[src/sv/assert_macros.svh]
// Assertion macros shared by the RTL of the empty tile detector.
// No dependencies; each file that checks itself includes this header.
`ifndef ASSERT_MACROS_SVH
`define ASSERT_MACROS_SVH

// cond must never be true outside reset
`define ETD_ASSERT_NEVER(label, cond) \
    label: assert property (@(posedge clk) disable iff (!rst_n) !(cond)) \
    else $error("assertion failed: condition must never hold");

// whenever ante holds, cons holds in the same cycle
`define ETD_ASSERT_IMPLY(label, ante, cons) \
    label: assert property (@(posedge clk) disable iff (!rst_n) (ante) |-> (cons)) \
    else $error("assertion failed: implication violated");

`endif

[src/sv/etd_pkg.sv]
// Package of the empty tile detector: word types, register map, constants.
// No dependencies; used by empty_tile_detector_core.
`timescale 1ns / 1ps

package etd_pkg;

    // input word: one edge image pixel
    typedef struct packed {
        logic [7:0] pixel;
        logic       frame_start;
    } pix_t;

    // output word: one finished tile
    typedef struct packed {
        logic [9:0] tile_row;
        logic [9:0] tile_col;
        logic       empty_res;
    } tile_t;

    // APB register map (index = paddr[3:2])
    localparam int          REG_AW         = 2;
    localparam int          PADDR_W        = 4;
    localparam logic [1:0]  REG_WIDTH      = 2'd0;
    localparam logic [1:0]  REG_HEIGHT     = 2'd1;
    localparam logic [1:0]  REG_START_ROW  = 2'd2;
    localparam logic [1:0]  REG_TILE_SIZE  = 2'd3;

    localparam logic [10:0] WIDTH_RST      = 11'd640;
    localparam logic [10:0] HEIGHT_RST     = 11'd480;
    localparam logic [9:0]  START_ROW_RST  = 10'd144;
    localparam logic [8:0]  TILE_SIZE_RST  = 9'd10;

    localparam int          TILE_MAX       = 256;
    localparam int          TS_W           = 9;   // holds 1..TILE_MAX
    localparam int          TPOS_W         = 8;   // position inside a tile

    // output queue
    localparam int          OQ_DEPTH       = 4;
    localparam int          OQ_AW          = 2;
    localparam int          OQ_CW          = 3;

    function automatic logic [31:0] clamp_u(input logic [31:0] v, input logic [31:0] lo,
                                            input logic [31:0] hi);
        logic [31:0] r;
        r = v;
        if (v < lo) r = lo;
        if (v > hi) r = hi;
        return r;
    endfunction

endpackage

[src/sv/etd_ram.sv]
// Generic single-write, single-read RAM with registered, read-first output.
// No dependencies.
`timescale 1ns / 1ps

module etd_ram #(
    parameter int WIDTH = 1,
    parameter int DEPTH = 1024
) (
    input  logic                     clk,
    input  logic                     we,
    input  logic [$clog2(DEPTH)-1:0] waddr,
    input  logic [WIDTH-1:0]         wdata,
    input  logic [$clog2(DEPTH)-1:0] raddr,
    output logic [WIDTH-1:0]         rdata
);
    logic [WIDTH-1:0] mem [DEPTH];

    always_ff @(posedge clk)
    begin
        if (we)
        begin
            mem[waddr] <= wdata;
        end
        rdata <= mem[raddr];
    end

endmodule

[src/sv/empty_tile_detector_core.sv]
// Top level of the empty tile detector: counters, tile test, flag RAM, output queue.
// Depends on etd_pkg, etd_ram and assert_macros.svh.
`timescale 1ns / 1ps
`include "assert_macros.svh"

// Channel   Dir  Handshake                    Word
// pixel     in   pix_valid / pix_ready        pix_word  (etd_pkg::pix_t)
// tile      out  tile_valid / tile_ready      tile_word (etd_pkg::tile_t)
// config    in   APB psel/penable/pwrite      paddr, pwdata, prdata, pready
//
// One pixel per clock sustained while pix_ready is high. The word of the pixel
// that closes a tile passes the counter stage, tile test stage and flag RAM read
// stage, then the output queue. After reset the flag RAM is swept to zero, one
// entry a cycle over all MAX_WIDTH entries (1024 by default) with pix_ready low;
// config writes work throughout. Past the sweep, pix_ready drops only when the
// 4-entry queue plus pixels in flight is full; the pipe never waits for room.

module empty_tile_detector_core #(
    parameter int MAX_WIDTH  = 1024,
    parameter int MAX_HEIGHT = 1024
) (
    input  logic                              clk,
    input  logic                              rst_n,
    // pixel input
    input  logic                              pix_valid,
    output logic                              pix_ready,
    input  etd_pkg::pix_t                     pix_word,
    // tile results
    output logic                              tile_valid,
    input  logic                              tile_ready,
    output etd_pkg::tile_t                    tile_word,
    // APB config
    input  logic                              psel,
    input  logic                              penable,
    input  logic                              pwrite,
    input  logic [etd_pkg::PADDR_W-1:0]       paddr,
    input  logic [31:0]                       pwdata,
    output logic [31:0]                       prdata,
    output logic                              pready
);
    import etd_pkg::*;

    localparam int CW = $clog2(MAX_WIDTH);    // column position, tile column
    localparam int RW = $clog2(MAX_HEIGHT);   // row position, tile row

    // ---------------------------------------------------------------
    // Config registers
    // ---------------------------------------------------------------
    logic [10:0] width_reg;
    logic [10:0] height_reg;
    logic [9:0]  start_row_reg;
    logic [8:0]  tile_size_reg;
    logic        cfg_wr;

    assign pready = 1'b1;
    assign cfg_wr = psel && penable && pwrite;

    always_ff @(posedge clk or negedge rst_n)
    begin
        if (!rst_n)
        begin
            width_reg     <= WIDTH_RST;
            height_reg    <= HEIGHT_RST;
            start_row_reg <= START_ROW_RST;
            tile_size_reg <= TILE_SIZE_RST;
        end
        else if (cfg_wr)
        begin
            unique case (paddr[REG_AW+1:2])
                REG_WIDTH:     width_reg     <= pwdata[10:0];
                REG_HEIGHT:    height_reg    <= pwdata[10:0];
                REG_START_ROW: start_row_reg <= pwdata[9:0];
                REG_TILE_SIZE: tile_size_reg <= pwdata[8:0];
                default:       width_reg     <= width_reg;
            endcase
        end
    end

    always_comb
    begin
        unique case (paddr[REG_AW+1:2])
            REG_WIDTH:     prdata = {21'd0, width_reg};
            REG_HEIGHT:    prdata = {21'd0, height_reg};
            REG_START_ROW: prdata = {22'd0, start_row_reg};
            REG_TILE_SIZE: prdata = {23'd0, tile_size_reg};
            default:       prdata = 32'd0;
        endcase
    end

    // Effective (clamped) geometry
    logic [CW:0]     w_lim;
    logic [RW:0]     h_lim;
    logic [TS_W-1:0] ts;

    assign w_lim = (CW+1)'(clamp_u(32'(width_reg), 32'd1, 32'(MAX_WIDTH)));
    assign h_lim = (RW+1)'(clamp_u(32'(height_reg), 32'd1, 32'(MAX_HEIGHT)));
    assign ts    = TS_W'(clamp_u(32'(tile_size_reg), 32'd1, 32'(TILE_MAX)));

    // ---------------------------------------------------------------
    // Flag RAM clearing sweep after reset
    // ---------------------------------------------------------------
    logic [CW-1:0] clr_cnt_reg;
    logic          clr_done_reg;

    always_ff @(posedge clk or negedge rst_n)
    begin
        if (!rst_n)
        begin
            clr_cnt_reg  <= '0;
            clr_done_reg <= 1'b0;
        end
        else if (!clr_done_reg)
        begin
            clr_cnt_reg <= clr_cnt_reg + 1'b1;
            if (clr_cnt_reg == CW'(MAX_WIDTH - 1))
            begin
                clr_done_reg <= 1'b1;
            end
        end
    end

    // ---------------------------------------------------------------
    // Stage 0: raster position counters
    // ---------------------------------------------------------------
    logic [CW-1:0]     cc_reg, cc_next;       // column in image
    logic [RW-1:0]     rc_reg, rc_next;       // row in image
    logic [TPOS_W-1:0] cit_reg, cit_next;     // column inside tile
    logic [TPOS_W-1:0] rit_reg, rit_next;     // row inside tile
    logic [CW-1:0]     tci_reg, tci_next;     // tile column
    logic [RW-1:0]     tri_reg, tri_next;     // tile row

    // position of the current pixel (frame start forces the origin)
    logic [CW-1:0]     cc_cur;
    logic [RW-1:0]     rc_cur;
    logic [TPOS_W-1:0] cit_cur, rit_cur;
    logic [CW-1:0]     tci_cur;
    logic [RW-1:0]     tri_cur;

    logic              pix_acc;
    logic [CW:0]       cc_inc, tci_inc;
    logic [RW:0]       rc_inc, tri_inc;
    logic [TS_W-1:0]   cit_inc, rit_inc;
    logic [TS_W-1:0]   cit_adv, rit_adv;
    logic [CW:0]       tci_adv;
    logic [RW:0]       tri_adv, rc_adv;
    logic [CW:0]       cc_adv;

    assign pix_acc = pix_valid && pix_ready;

    always_comb
    begin
        if (pix_word.frame_start)
        begin
            cc_cur  = '0;
            rc_cur  = '0;
            cit_cur = '0;
            rit_cur = '0;
            tci_cur = '0;
            tri_cur = '0;
        end
        else
        begin
            cc_cur  = cc_reg;
            rc_cur  = rc_reg;
            cit_cur = cit_reg;
            rit_cur = rit_reg;
            tci_cur = tci_reg;
            tri_cur = tri_reg;
        end
    end

    always_comb
    begin
        cc_inc  = {1'b0, cc_cur} + 1'b1;
        rc_inc  = {1'b0, rc_cur} + 1'b1;
        cit_inc = {1'b0, cit_cur} + 1'b1;
        rit_inc = {1'b0, rit_cur} + 1'b1;
        tci_inc = {1'b0, tci_cur} + 1'b1;
        tri_inc = {1'b0, tri_cur} + 1'b1;

        // step along the row
        cit_adv = cit_inc;
        tci_adv = {1'b0, tci_cur};
        if (cit_inc >= ts)
        begin
            cit_adv = '0;
            tci_adv = tci_inc;
        end
        cc_adv  = cc_inc;
        rit_adv = {1'b0, rit_cur};
        tri_adv = {1'b0, tri_cur};
        rc_adv  = {1'b0, rc_cur};

        // end of image row
        if (cc_inc >= w_lim)
        begin
            cc_adv  = '0;
            cit_adv = '0;
            tci_adv = '0;
            if (32'(rc_cur) >= 32'(start_row_reg))
            begin
                rit_adv = rit_inc;
                if (rit_inc >= ts)
                begin
                    rit_adv = '0;
                    tri_adv = tri_inc;
                end
            end
            rc_adv = rc_inc;
            // end of image: wrap as for a new frame
            if (rc_inc >= h_lim)
            begin
                cc_adv  = '0;
                rc_adv  = '0;
                cit_adv = '0;
                rit_adv = '0;
                tci_adv = '0;
                tri_adv = '0;
            end
        end
        if (rit_adv >= ts)
        begin
            rit_adv = '0;
        end

        cc_next  = CW'(cc_adv);
        rc_next  = RW'(rc_adv);
        cit_next = TPOS_W'(cit_adv);
        rit_next = TPOS_W'(rit_adv);
        tci_next = CW'(tci_adv);
        tri_next = RW'(tri_adv);
    end

    always_ff @(posedge clk or negedge rst_n)
    begin
        if (!rst_n)
        begin
            cc_reg  <= '0;
            rc_reg  <= '0;
            cit_reg <= '0;
            rit_reg <= '0;
            tci_reg <= '0;
            tri_reg <= '0;
        end
        else if (pix_acc)
        begin
            cc_reg  <= cc_next;
            rc_reg  <= rc_next;
            cit_reg <= cit_next;
            rit_reg <= rit_next;
            tci_reg <= tci_next;
            tri_reg <= tri_next;
        end
    end

    // ---------------------------------------------------------------
    // Stage 1: snapshot of the pixel position, tile bounds test
    // ---------------------------------------------------------------
    typedef struct packed {
        logic [RW-1:0]     rc;
        logic [TPOS_W-1:0] cit;
        logic [TPOS_W-1:0] rit;
        logic [CW-1:0]     tci;
        logic [RW-1:0]     trow;
        logic              nz;
    } s1_t;

    typedef struct packed {
        logic          active;   // pixel lies in a whole tile
        logic          first;    // top-left pixel of its tile
        logic          last;     // bottom-right pixel of its tile
        logic [CW-1:0] tci;
        logic [RW-1:0] trow;
        logic          nz;
    } s2_t;

    logic s1_valid_reg;
    s1_t  s1_reg;
    logic s2_valid_reg;
    s2_t  s2_reg;
    s2_t  s2_next;

    logic [RW+TS_W:0] row_span;
    logic [CW+TS_W:0] col_span;
    logic             in_rows, in_cols;

    always_ff @(posedge clk or negedge rst_n)
    begin
        if (!rst_n)
        begin
            s1_valid_reg <= 1'b0;
            s2_valid_reg <= 1'b0;
        end
        else
        begin
            s1_valid_reg <= pix_acc;
            s2_valid_reg <= s1_valid_reg;
        end
    end

    always_ff @(posedge clk)
    begin
        if (pix_acc)
        begin
            s1_reg.rc   <= rc_cur;
            s1_reg.cit  <= cit_cur;
            s1_reg.rit  <= rit_cur;
            s1_reg.tci  <= tci_cur;
            s1_reg.trow <= tri_cur;
            s1_reg.nz   <= (pix_word.pixel != 8'd0);
        end
        s2_reg <= s2_next;
    end

    // bottom edge of this tile row / right edge of this tile column
    assign row_span = (RW+TS_W+1)'({1'b0, s1_reg.trow} + 1'b1) * (RW+TS_W+1)'(ts);
    assign col_span = (CW+TS_W+1)'({1'b0, s1_reg.tci} + 1'b1) * (CW+TS_W+1)'(ts);

    assign in_rows = (32'(s1_reg.rc) >= 32'(start_row_reg))
                  && ((32'(start_row_reg) + 32'(row_span)) <= 32'(h_lim));
    assign in_cols = 32'(col_span) <= 32'(w_lim);

    always_comb
    begin
        s2_next.active = s1_valid_reg && in_rows && in_cols;
        s2_next.first  = (s1_reg.rit == '0) && (s1_reg.cit == '0);
        s2_next.last   = ({1'b0, s1_reg.rit} == ts - 1'b1)
                      && ({1'b0, s1_reg.cit} == ts - 1'b1);
        s2_next.tci    = s1_reg.tci;
        s2_next.trow   = s1_reg.trow;
        s2_next.nz     = s1_reg.nz;
    end

    // ---------------------------------------------------------------
    // Stage 2: per-column edge flag read-modify-write
    // ---------------------------------------------------------------
    logic          ram_we;
    logic [CW-1:0] ram_waddr;
    logic          ram_wdata;
    logic          ram_q;
    logic          s2_act;
    logic          flag_old, flag_new;

    // last flag write, for the word read in the same cycle it was written
    logic          fw_valid_reg;
    logic [CW-1:0] fw_addr_reg;
    logic          fw_data_reg;

    assign s2_act = s2_valid_reg && s2_reg.active;

    assign flag_old = (fw_valid_reg && (fw_addr_reg == s2_reg.tci)) ? fw_data_reg : ram_q;
    assign flag_new = s2_reg.first ? s2_reg.nz : (flag_old || s2_reg.nz);

    assign ram_we    = !clr_done_reg || s2_act;
    assign ram_waddr = clr_done_reg ? s2_reg.tci : clr_cnt_reg;
    assign ram_wdata = clr_done_reg ? flag_new : 1'b0;

    etd_ram #(
        .WIDTH (1),
        .DEPTH (MAX_WIDTH)
    ) u_flags (
        .clk   (clk),
        .we    (ram_we),
        .waddr (ram_waddr),
        .wdata (ram_wdata),
        .raddr (s1_reg.tci),
        .rdata (ram_q)
    );

    always_ff @(posedge clk or negedge rst_n)
    begin
        if (!rst_n)
        begin
            fw_valid_reg <= 1'b0;
        end
        else
        begin
            fw_valid_reg <= s2_act;
        end
    end

    always_ff @(posedge clk)
    begin
        fw_addr_reg <= s2_reg.tci;
        fw_data_reg <= flag_new;
    end

    // ---------------------------------------------------------------
    // Output queue; credits cover words still in the pipe
    // ---------------------------------------------------------------
    tile_t            oq_mem_reg [OQ_DEPTH];
    logic [OQ_AW-1:0] oq_wr_reg, oq_rd_reg;
    logic [OQ_CW-1:0] oq_cnt_reg;
    logic             oq_push, oq_pop;
    logic [OQ_CW:0]   inflight;
    tile_t            oq_in;

    assign oq_push = s2_act && s2_reg.last;
    assign oq_pop  = tile_valid && tile_ready;

    assign oq_in.tile_row  = 10'(32'(s2_reg.trow));
    assign oq_in.tile_col  = 10'(32'(s2_reg.tci));
    assign oq_in.empty_res = !flag_new;

    assign inflight  = {1'b0, oq_cnt_reg} + (OQ_CW+1)'(s1_valid_reg)
                     + (OQ_CW+1)'(s2_valid_reg);
    assign pix_ready = clr_done_reg && (inflight < (OQ_CW+1)'(OQ_DEPTH));

    assign tile_valid = (oq_cnt_reg != '0);
    assign tile_word  = oq_mem_reg[oq_rd_reg];

    always_ff @(posedge clk or negedge rst_n)
    begin
        if (!rst_n)
        begin
            oq_wr_reg  <= '0;
            oq_rd_reg  <= '0;
            oq_cnt_reg <= '0;
        end
        else
        begin
            if (oq_push)
            begin
                oq_wr_reg <= oq_wr_reg + 1'b1;
            end
            if (oq_pop)
            begin
                oq_rd_reg <= oq_rd_reg + 1'b1;
            end
            if (oq_push && !oq_pop)
            begin
                oq_cnt_reg <= oq_cnt_reg + 1'b1;
            end
            else if (oq_pop && !oq_push)
            begin
                oq_cnt_reg <= oq_cnt_reg - 1'b1;
            end
        end
    end

    always_ff @(posedge clk)
    begin
        if (oq_push)
        begin
            oq_mem_reg[oq_wr_reg] <= oq_in;
        end
    end

    // ---------------------------------------------------------------
    // Assertions
    // ---------------------------------------------------------------
    // credit scheme must keep the queue from overflowing
    `ETD_ASSERT_NEVER(a_oq_overflow, oq_push && (oq_cnt_reg == OQ_CW'(OQ_DEPTH)))
    // no pixel may enter while the flag RAM is being swept
    `ETD_ASSERT_IMPLY(a_no_pix_in_sweep, !clr_done_reg, !pix_ready)
    // stage 2 only ever holds what stage 1 held in the previous cycle
    `ETD_ASSERT_IMPLY(a_pipe_order, s2_valid_reg, $past(s1_valid_reg))

endmodule
[config.mk]
export PLATFORM = sky130hd
export DESIGN_NAME = empty_tile_detector_core
export DESIGN_NICKNAME = d
export VERILOG_FILES = /design/src/sv/etd_pkg.sv /design/src/sv/etd_ram.sv /design/src/sv/empty_tile_detector_core.sv
export VERILOG_INCLUDE_DIRS = /design/src /design/src/sv
export SDC_FILE = /design/constraint.sdc
export NUM_CORES = 2
export LEC_CHECK = 0
export BUFFER_PORTS_ARGS = -buffer_cell sky130_fd_sc_hd__buf_4
export CAP_MARGIN = 10
export CORE_UTILIZATION = 40
export DETAILED_ROUTE_END_ITERATION = 10
export SETUP_SLACK_MARGIN = 0.15
export SYNTH_ARGS = -nofsm -noshare
export SYNTH_HDL_FRONTEND = slang
export SYNTH_SLANG_ARGS = --single-unit
[constraint.sdc]
create_clock -name clk -period 68.1 [get_ports clk]
set_input_delay 13.62 -clock clk [delete_from_list [all_inputs] [get_ports clk]]
set_output_delay 13.62 -clock clk [all_outputs]
set_load 0.02 [all_outputs]
### After elaboration in Yosys (flattened, before gate mapping)

Memories as Yosys holds them, arrays and structs flattened. A register that Yosys moved wholly into a read port is not among the register bits.
Cells that the tools add are included.

| storage, ports and cells | value |
|---|---|
| register bits | 200 |
| RAM bits | 1108 |
| input bits | 52 |
| output and inout port bits | 56 |
| word-level logic and storage cells | 148 |
| memories kept | 2 |

| cells by class | value |
|---|---|
| $add $sub $neg | 17 |
| multiply operators | 2 |
| $lt $le $gt $ge | 16 |
| equality and inequality tests | 7 |
| muxes and demuxes | 41 |
| reductions and logical operators | 31 |

Memory list:

| name | words | bits a word | read ports | clocked after Yosys merged registers in | wr ports | line | RTL |
|---|---|---|---|---|---|---|---|
| u_flags.mem | 1024 | 1 | 1 | 1 | 1 | etd_ram.sv:16 | `logic [WIDTH-1:0] mem [DEPTH];` |
| oq_mem_reg | 4 | 21 | 1 | 0 | 1 | empty_tile_detector_core.sv:391 | `tile_t oq_mem_reg [OQ_DEPTH];` |

Operators by type and width:

| kind | count |
|---|---|
| 10-bit two-way mux | 14 |
| 32-bit case mux with 4 select lines | 1 |
| 9-bit two-way mux | 6 |
| 10-bit by 1-bit adder with 11-bit output (second input constant) | 4 |
| 11-bit two-way mux | 4 |
| 11-bit by 9-bit multiplier with 20-bit output | 2 |
| 8-bit two-way mux | 5 |
| 10-bit by 1-bit adder with 10-bit output (second input constant) | 3 |
| 9-bit >= comparator | 3 |
| 11-bit >= comparator | 2 |
| 11-bit > comparator (second input constant) | 2 |
| 11-bit by 1-bit < comparator with 1-bit output (second input constant) | 2 |
| 10-bit by 20-bit adder with 21-bit output | 1 |
| 21-bit by 11-bit less-or-equal comparator with 1-bit output | 1 |
| 10-bit >= comparator | 2 |
| 20-bit by 11-bit less-or-equal comparator with 1-bit output | 1 |
| 8-bit by 1-bit adder with 9-bit output (second input constant) | 2 |
| 8-bit by 9-bit == test with 1-bit output | 2 |
| 8-bit zero test | 2 |
| 1-bit logical AND | 15 |
| 10-bit == test | 1 |
| 10-bit == test (second input constant) | 1 |
| 9-bit > comparator (second input constant) | 1 |
| 9-bit by 1-bit < comparator with 1-bit output (second input constant) | 1 |
| other kinds (18) | 36 |

### Logic depth before layout (Yosys ltp)

| logic depth | value |
|---|---|
| word-level depth | 10 |
| gate-level depth with buffers | 32 |
| depth with buffers taken out | 30 |

### Modules after synthesis

From an unflattened synthesis, not the netlist that was laid out.

| second synthesis, totals | value |
|---|---|
| cells, all modules | 5209 |
| area total of the unflattened synthesis | 66229.8 sq um |

By module, submodules not included:

| module | times used | cells each | area each (sq um) |
|---|---|---|---|
| etd_ram | 1 | 3112 | 44656.6 |
| empty_tile_detector_core | 1 | 2097 | 21573.2 |

### Worst setup path before layout

No wires, ideal clock.

| timing | value |
|---|---|
| kind | register -> register |
| from | register s2_reg, in the netlist oq_in[2] |
| to | memory u_flags.mem[0], data pin |
| data arrival time | 26.312 ns |
| data required time | 62.864 ns |
| path slack | 36.551 ns |
| cell stages (with the launch flop) | 9 |
| path buffers | 1 |
| period minus slack after synthesis | 31.549 ns |
| cell sequence | dfxtp_1 > clkbuf_1 > xnor2_1 > nand3_1 > nor3_1 > mux2i_1 > nor2_1 > nor2_1 > nor2b_1 |

| on the way | value |
|---|---|
| longest elaborated chain between the ends | 6 |

Ends and longest elaborated chain:

| element | line | RTL |
|---|---|---|
| start, declared | empty_tile_detector_core.sv:280 | `s2_t s2_reg;` |
| start signal, assigned | empty_tile_detector_core.sv:312 | `s2_reg <= s2_next;` |
| 10-bit == test | empty_tile_detector_core.sv:351 | `assign flag_old = (fw_valid_reg && (fw_addr_reg == s2_reg.tci)) ? fw_data_reg : ram_q;` |
| 1-bit logical AND | empty_tile_detector_core.sv:351 |  |
| 1-bit two-way mux | empty_tile_detector_core.sv:351 |  |
| 1-bit logical OR | empty_tile_detector_core.sv:352 | `assign flag_new = s2_reg.first ? s2_reg.nz : (flag_old \|\| s2_reg.nz);` |
| 1-bit two-way mux | empty_tile_detector_core.sv:352 |  |
| 1-bit two-way mux | empty_tile_detector_core.sv:356 | `assign ram_wdata = clr_done_reg ? flag_new : 1'b0;` |
| named net ram_wdata | empty_tile_detector_core.sv:339 | `logic ram_wdata;` |
| end, declared | etd_ram.sv:16 |  |

The timed path passes the listed nets, and every way through them passes these cells.

### Worst setup path after layout

| timing | value |
|---|---|
| from | input paddr[2] (netlist name) |
| to | output prdata[7] |

| on the way | value |
|---|---|
| longest elaborated chain between the ends | 2 |

Ends and longest elaborated chain:

| element | line | RTL |
|---|---|---|
| start, declared | empty_tile_detector_core.sv:36 | `input logic [etd_pkg::PADDR_W-1:0] paddr,` |
| 2-bit == test, or another cell as far along | empty_tile_detector_core.sv:81 | `unique case (paddr[REG_AW+1:2])` |
| 32-bit case mux with 4 select lines * | empty_tile_detector_core.sv:81 |  |
| end, declared | empty_tile_detector_core.sv:38 | `output logic [31:0] prdata,` |

Mark *: on every way between the ends. The rest lies on a longest branch, timed or not. The select of a mux whose other input is x is not followed.

==> results by group <==
Placed design
  – Place WS: 39.87 ns
  – DP HPWL: 105700 um
  – RePlAce Congestion: between 0.8 and 0.9
  – Cell total after placement: around 7.1k
  – I/O Buffers: 62

Timing
  – Min Hold Slack: 0.3553 ns
  – Final hold vios: 0
  – Post-route setup slack: 39.89 ns
  – Fin crit period: 28.21 ns
  – RSZ-0062 raised after global routing: false
  – Clock skew: about 0.057 ns
  – Max Slew Vio Count: 0
  – Worst-Margin Slew: 1.213 ns
  – Setup Total Neg Slack: 0 ns
  – Final worst-path cycle share: 41.42%
  – Setup violators final: 0
  – FMAX: 35.45 MHz
  – Rel. slew slack: between 10% and 20%

Yosys
  – Ys flop type: edfxtp_1
  – Synth top area share: between 50 and 60%
  – EDFF count, synth: between 1k and 1.5k
  – Post-synth top area cell: edfxtp_1
  – Asr flop ratio synth: a little under a tenth
  – Commonest cells post-synth: nor2_1 (1222), edfxtp_1 (1155), nand2_1 (327), clkbuf_1 (264), mux4_2 (249)
  – Cell Area, Synth: roughly 66000 um2
  – Register area share after synthesis: 58.23%
  – Main area contributors after synthesis: edfxtp_1 (53%), mux4_2 (8.5%), nor2_1 (7.0%)
  – Cells after Synth: around 5.2k
  – FF+latch count, synth: 1309
  – Avg Synthesized Cell Area: about 13 um2
  – Yosys cell types: 83
  – Yosys warning count: 0
  – Count leader, synth: nor2_1

Floorplanning
  – Core area: around 160000 um2
  – Die Area: between 150000 and 200000 um2
  – Die height: between 400 and 500 um
  – # rows: approximately 150
  – Top Ports: about 110
  – Die width: 407.9 um
  – Starting Density: 40.39%

Drt
  – Top layer in use: met4
  – DR iter-0 viols: between 4k and 5k
  – Via-to-Cell Ratio: roughly 5.7
  – Number of remaining DRC errors: 0
  – ANT nets after route: 0
  – Met3 WL: ~15000 um
  – Vias: about 42k
  – DRT Pass-1 Iters: 6
  – Met1 wire length: approximately 77000 um
  – Final WL: 182700 um
  – WL per Instance: ~25 um
  – WL met2: between 80000 and 90000 um

Clocking
  – Post-CTS Repair Setup Buffers: 0
  – # hold bufs at CTS: 0
  – Reg clk slew, reported paths: 0.06 ns
  – Clock root cell: clkbuf_16
  – CTS tree: yes
  – CTS max path bufs: 3
  – CTS resizes: 0
  – Sink Count: 1309
  – CTS buffer count: approximately 140
  – Worst-Skew Late Latency: about 0.8 ns
  – H-Tree Level Count: 4

Hold path
  – Min-Delay Path Class: reg -> reg
  – Hold path startpoint: s1_reg[0]$_DFFE_PP_

Setup path
  – Delay-heaviest family, CP: multiplexers
  – CP bufs+invs: 2
  – Worst r2r src: s1_reg[1]$_DFFE_PP_
  – Critical path cell sequence: buf_4 > mux4_2 > buf_4
  – Most used cell, CP: buf_4
  – Required @ worst endpoint: 54.48 ns
  – Reg2reg setup slack: approximately 60 ns
  – Crit path DAT: ~15 ns
  – Maximum fanout along the worst path: 15
  – CP endpoint kind: primary output
  – CP startpoint kind: input port
  – WS Path Type: in -> out
  – Slowest stage cell, crit path: mux4_2
  – Slowest stage delay, CP: 0.55 ns
  – Launch point of the worst path: paddr[2]

Global route
  – Vias in the first global route: approximately 42k
  – Initial antenna violation count: 1
  – GRT overflow: 0
  – Pin count of the biggest net entering global routing: 130
  – Total track usage: a little over a fifth
  – First-pass GRT wire length: between 200000 and 300000 um

Status
  – Outcome: complete, no violations

Finish
  – Number of flip-flops in the largest register: approximately 1.0k
  – Post-Layout Cell Count: between 7k and 8k
  – Filler instances: around 15k
  – Diode count: 0
  – Final nets: about 5.5k
  – Share of layout cells above drive strength 1: between 10% and 20%
  – Area grow syn2layout: 10.69%

Power
  – Peak VDD IR: between 0.00002 and 0.000025 V
  – LEAKAGE: between 20 and 25 nW
  – P per Cell Area: about 25 nW/um2

Flow run
  – Max Cap Viol: 0
[placed cells by master, fill, tap and decap left out, drive strengths merged, types with 22 or more instances in the layout]
cell	count
nor2	1222
edfxtp	1155
nand2	328
mux4	249
ha	205
inv	201
clkbuf	178
buf	153
fa	136
mux2i	110
dfrtp	108
a21oi	100
o21ai	95
nand3	76
nor2b	70
clkinv	63
xnor2	59
nor3	47
mux2	45
a22oi	44
xor2	41
nand2b	38
nand4	37
dfxtp	36
and2	34
a21o	29
a22o	27
and3	26
a211oi	24
o22ai	24
conb	22
[final timing paths]
check / endpoint / cells after the start
setup / recovery: prdata[7] / 3
hold / removal: s2_reg[0]$_DFF_P_ / 0
setup reg to reg: s2_reg[23]$_DFF_P_ / 28
hold reg to reg: s2_reg[0]$_DFF_P_ / 0
max in group asynchronous: tri_reg[6]$_DFFE_PN0P_ / 2
min in group asynchronous: cc_reg[3]$_DFFE_PN0P_ / 1
[final cells by class]
type	count	area (um2)	share of cell area, %
Clock inverter	82	893.4	1.225
Inverter	196	735.7	1.009
Timing Repair Buffer	153	1199	1.644
Multi-Input combinational cell	3315	25300	34.69
Tap cell	2175	2721	3.731
Clock buffer	178	3709	5.085
Sequential cell	1309	38370	52.61
[power by group]
part           leakage, nW  switching (mW)  internal, mW
Sequential            9.71         0.00950         0.868
Combinational         11.0           0.112        0.0732
Clock                 2.21           0.334         0.427
Total                 22.9           0.455          1.37
[metrics by stage]
step	power (mW)	area [um2]	util, %
2_1_floorplan	1.022	65960	-
4_1_cts	1.834	72930	44.70
3_5_place_dp	1.077	68330	41.88
5_1_grt	1.886	72930	44.70
6_report	1.823	72930	44.70
3_3_place_gp	1.075	68330	41.88
[logic make-up (layout without fill, tap and decap cells)]
kind of cell | after synthesis | count (layout) | synth area share, %
and+or+nand+nor | 1942 | 1942 | 12.38
DFF | 1309 | 1309 | 58.23
buffers and inverters | 591 | 609 | 3.809
AOI/OAI and AO/OA | 506 | 506 | 5.256
muxes | 404 | 404 | 10.95
adders and majority gates | 341 | 341 | 8.025
xor gates and xnor gates | 100 | 100 | 1.329
other | 2 | 22 | 0.01140
[metal layers]
layer / GRT usage (%) / vias to the layer above
met2: 34.03 / 1770
met3: 3.926 / 320
met1: 30.89 / 21910
met4: 7.052 / 0
met5: 0 / -
li1: - / 18490
(Power assumes the default switching activity.)
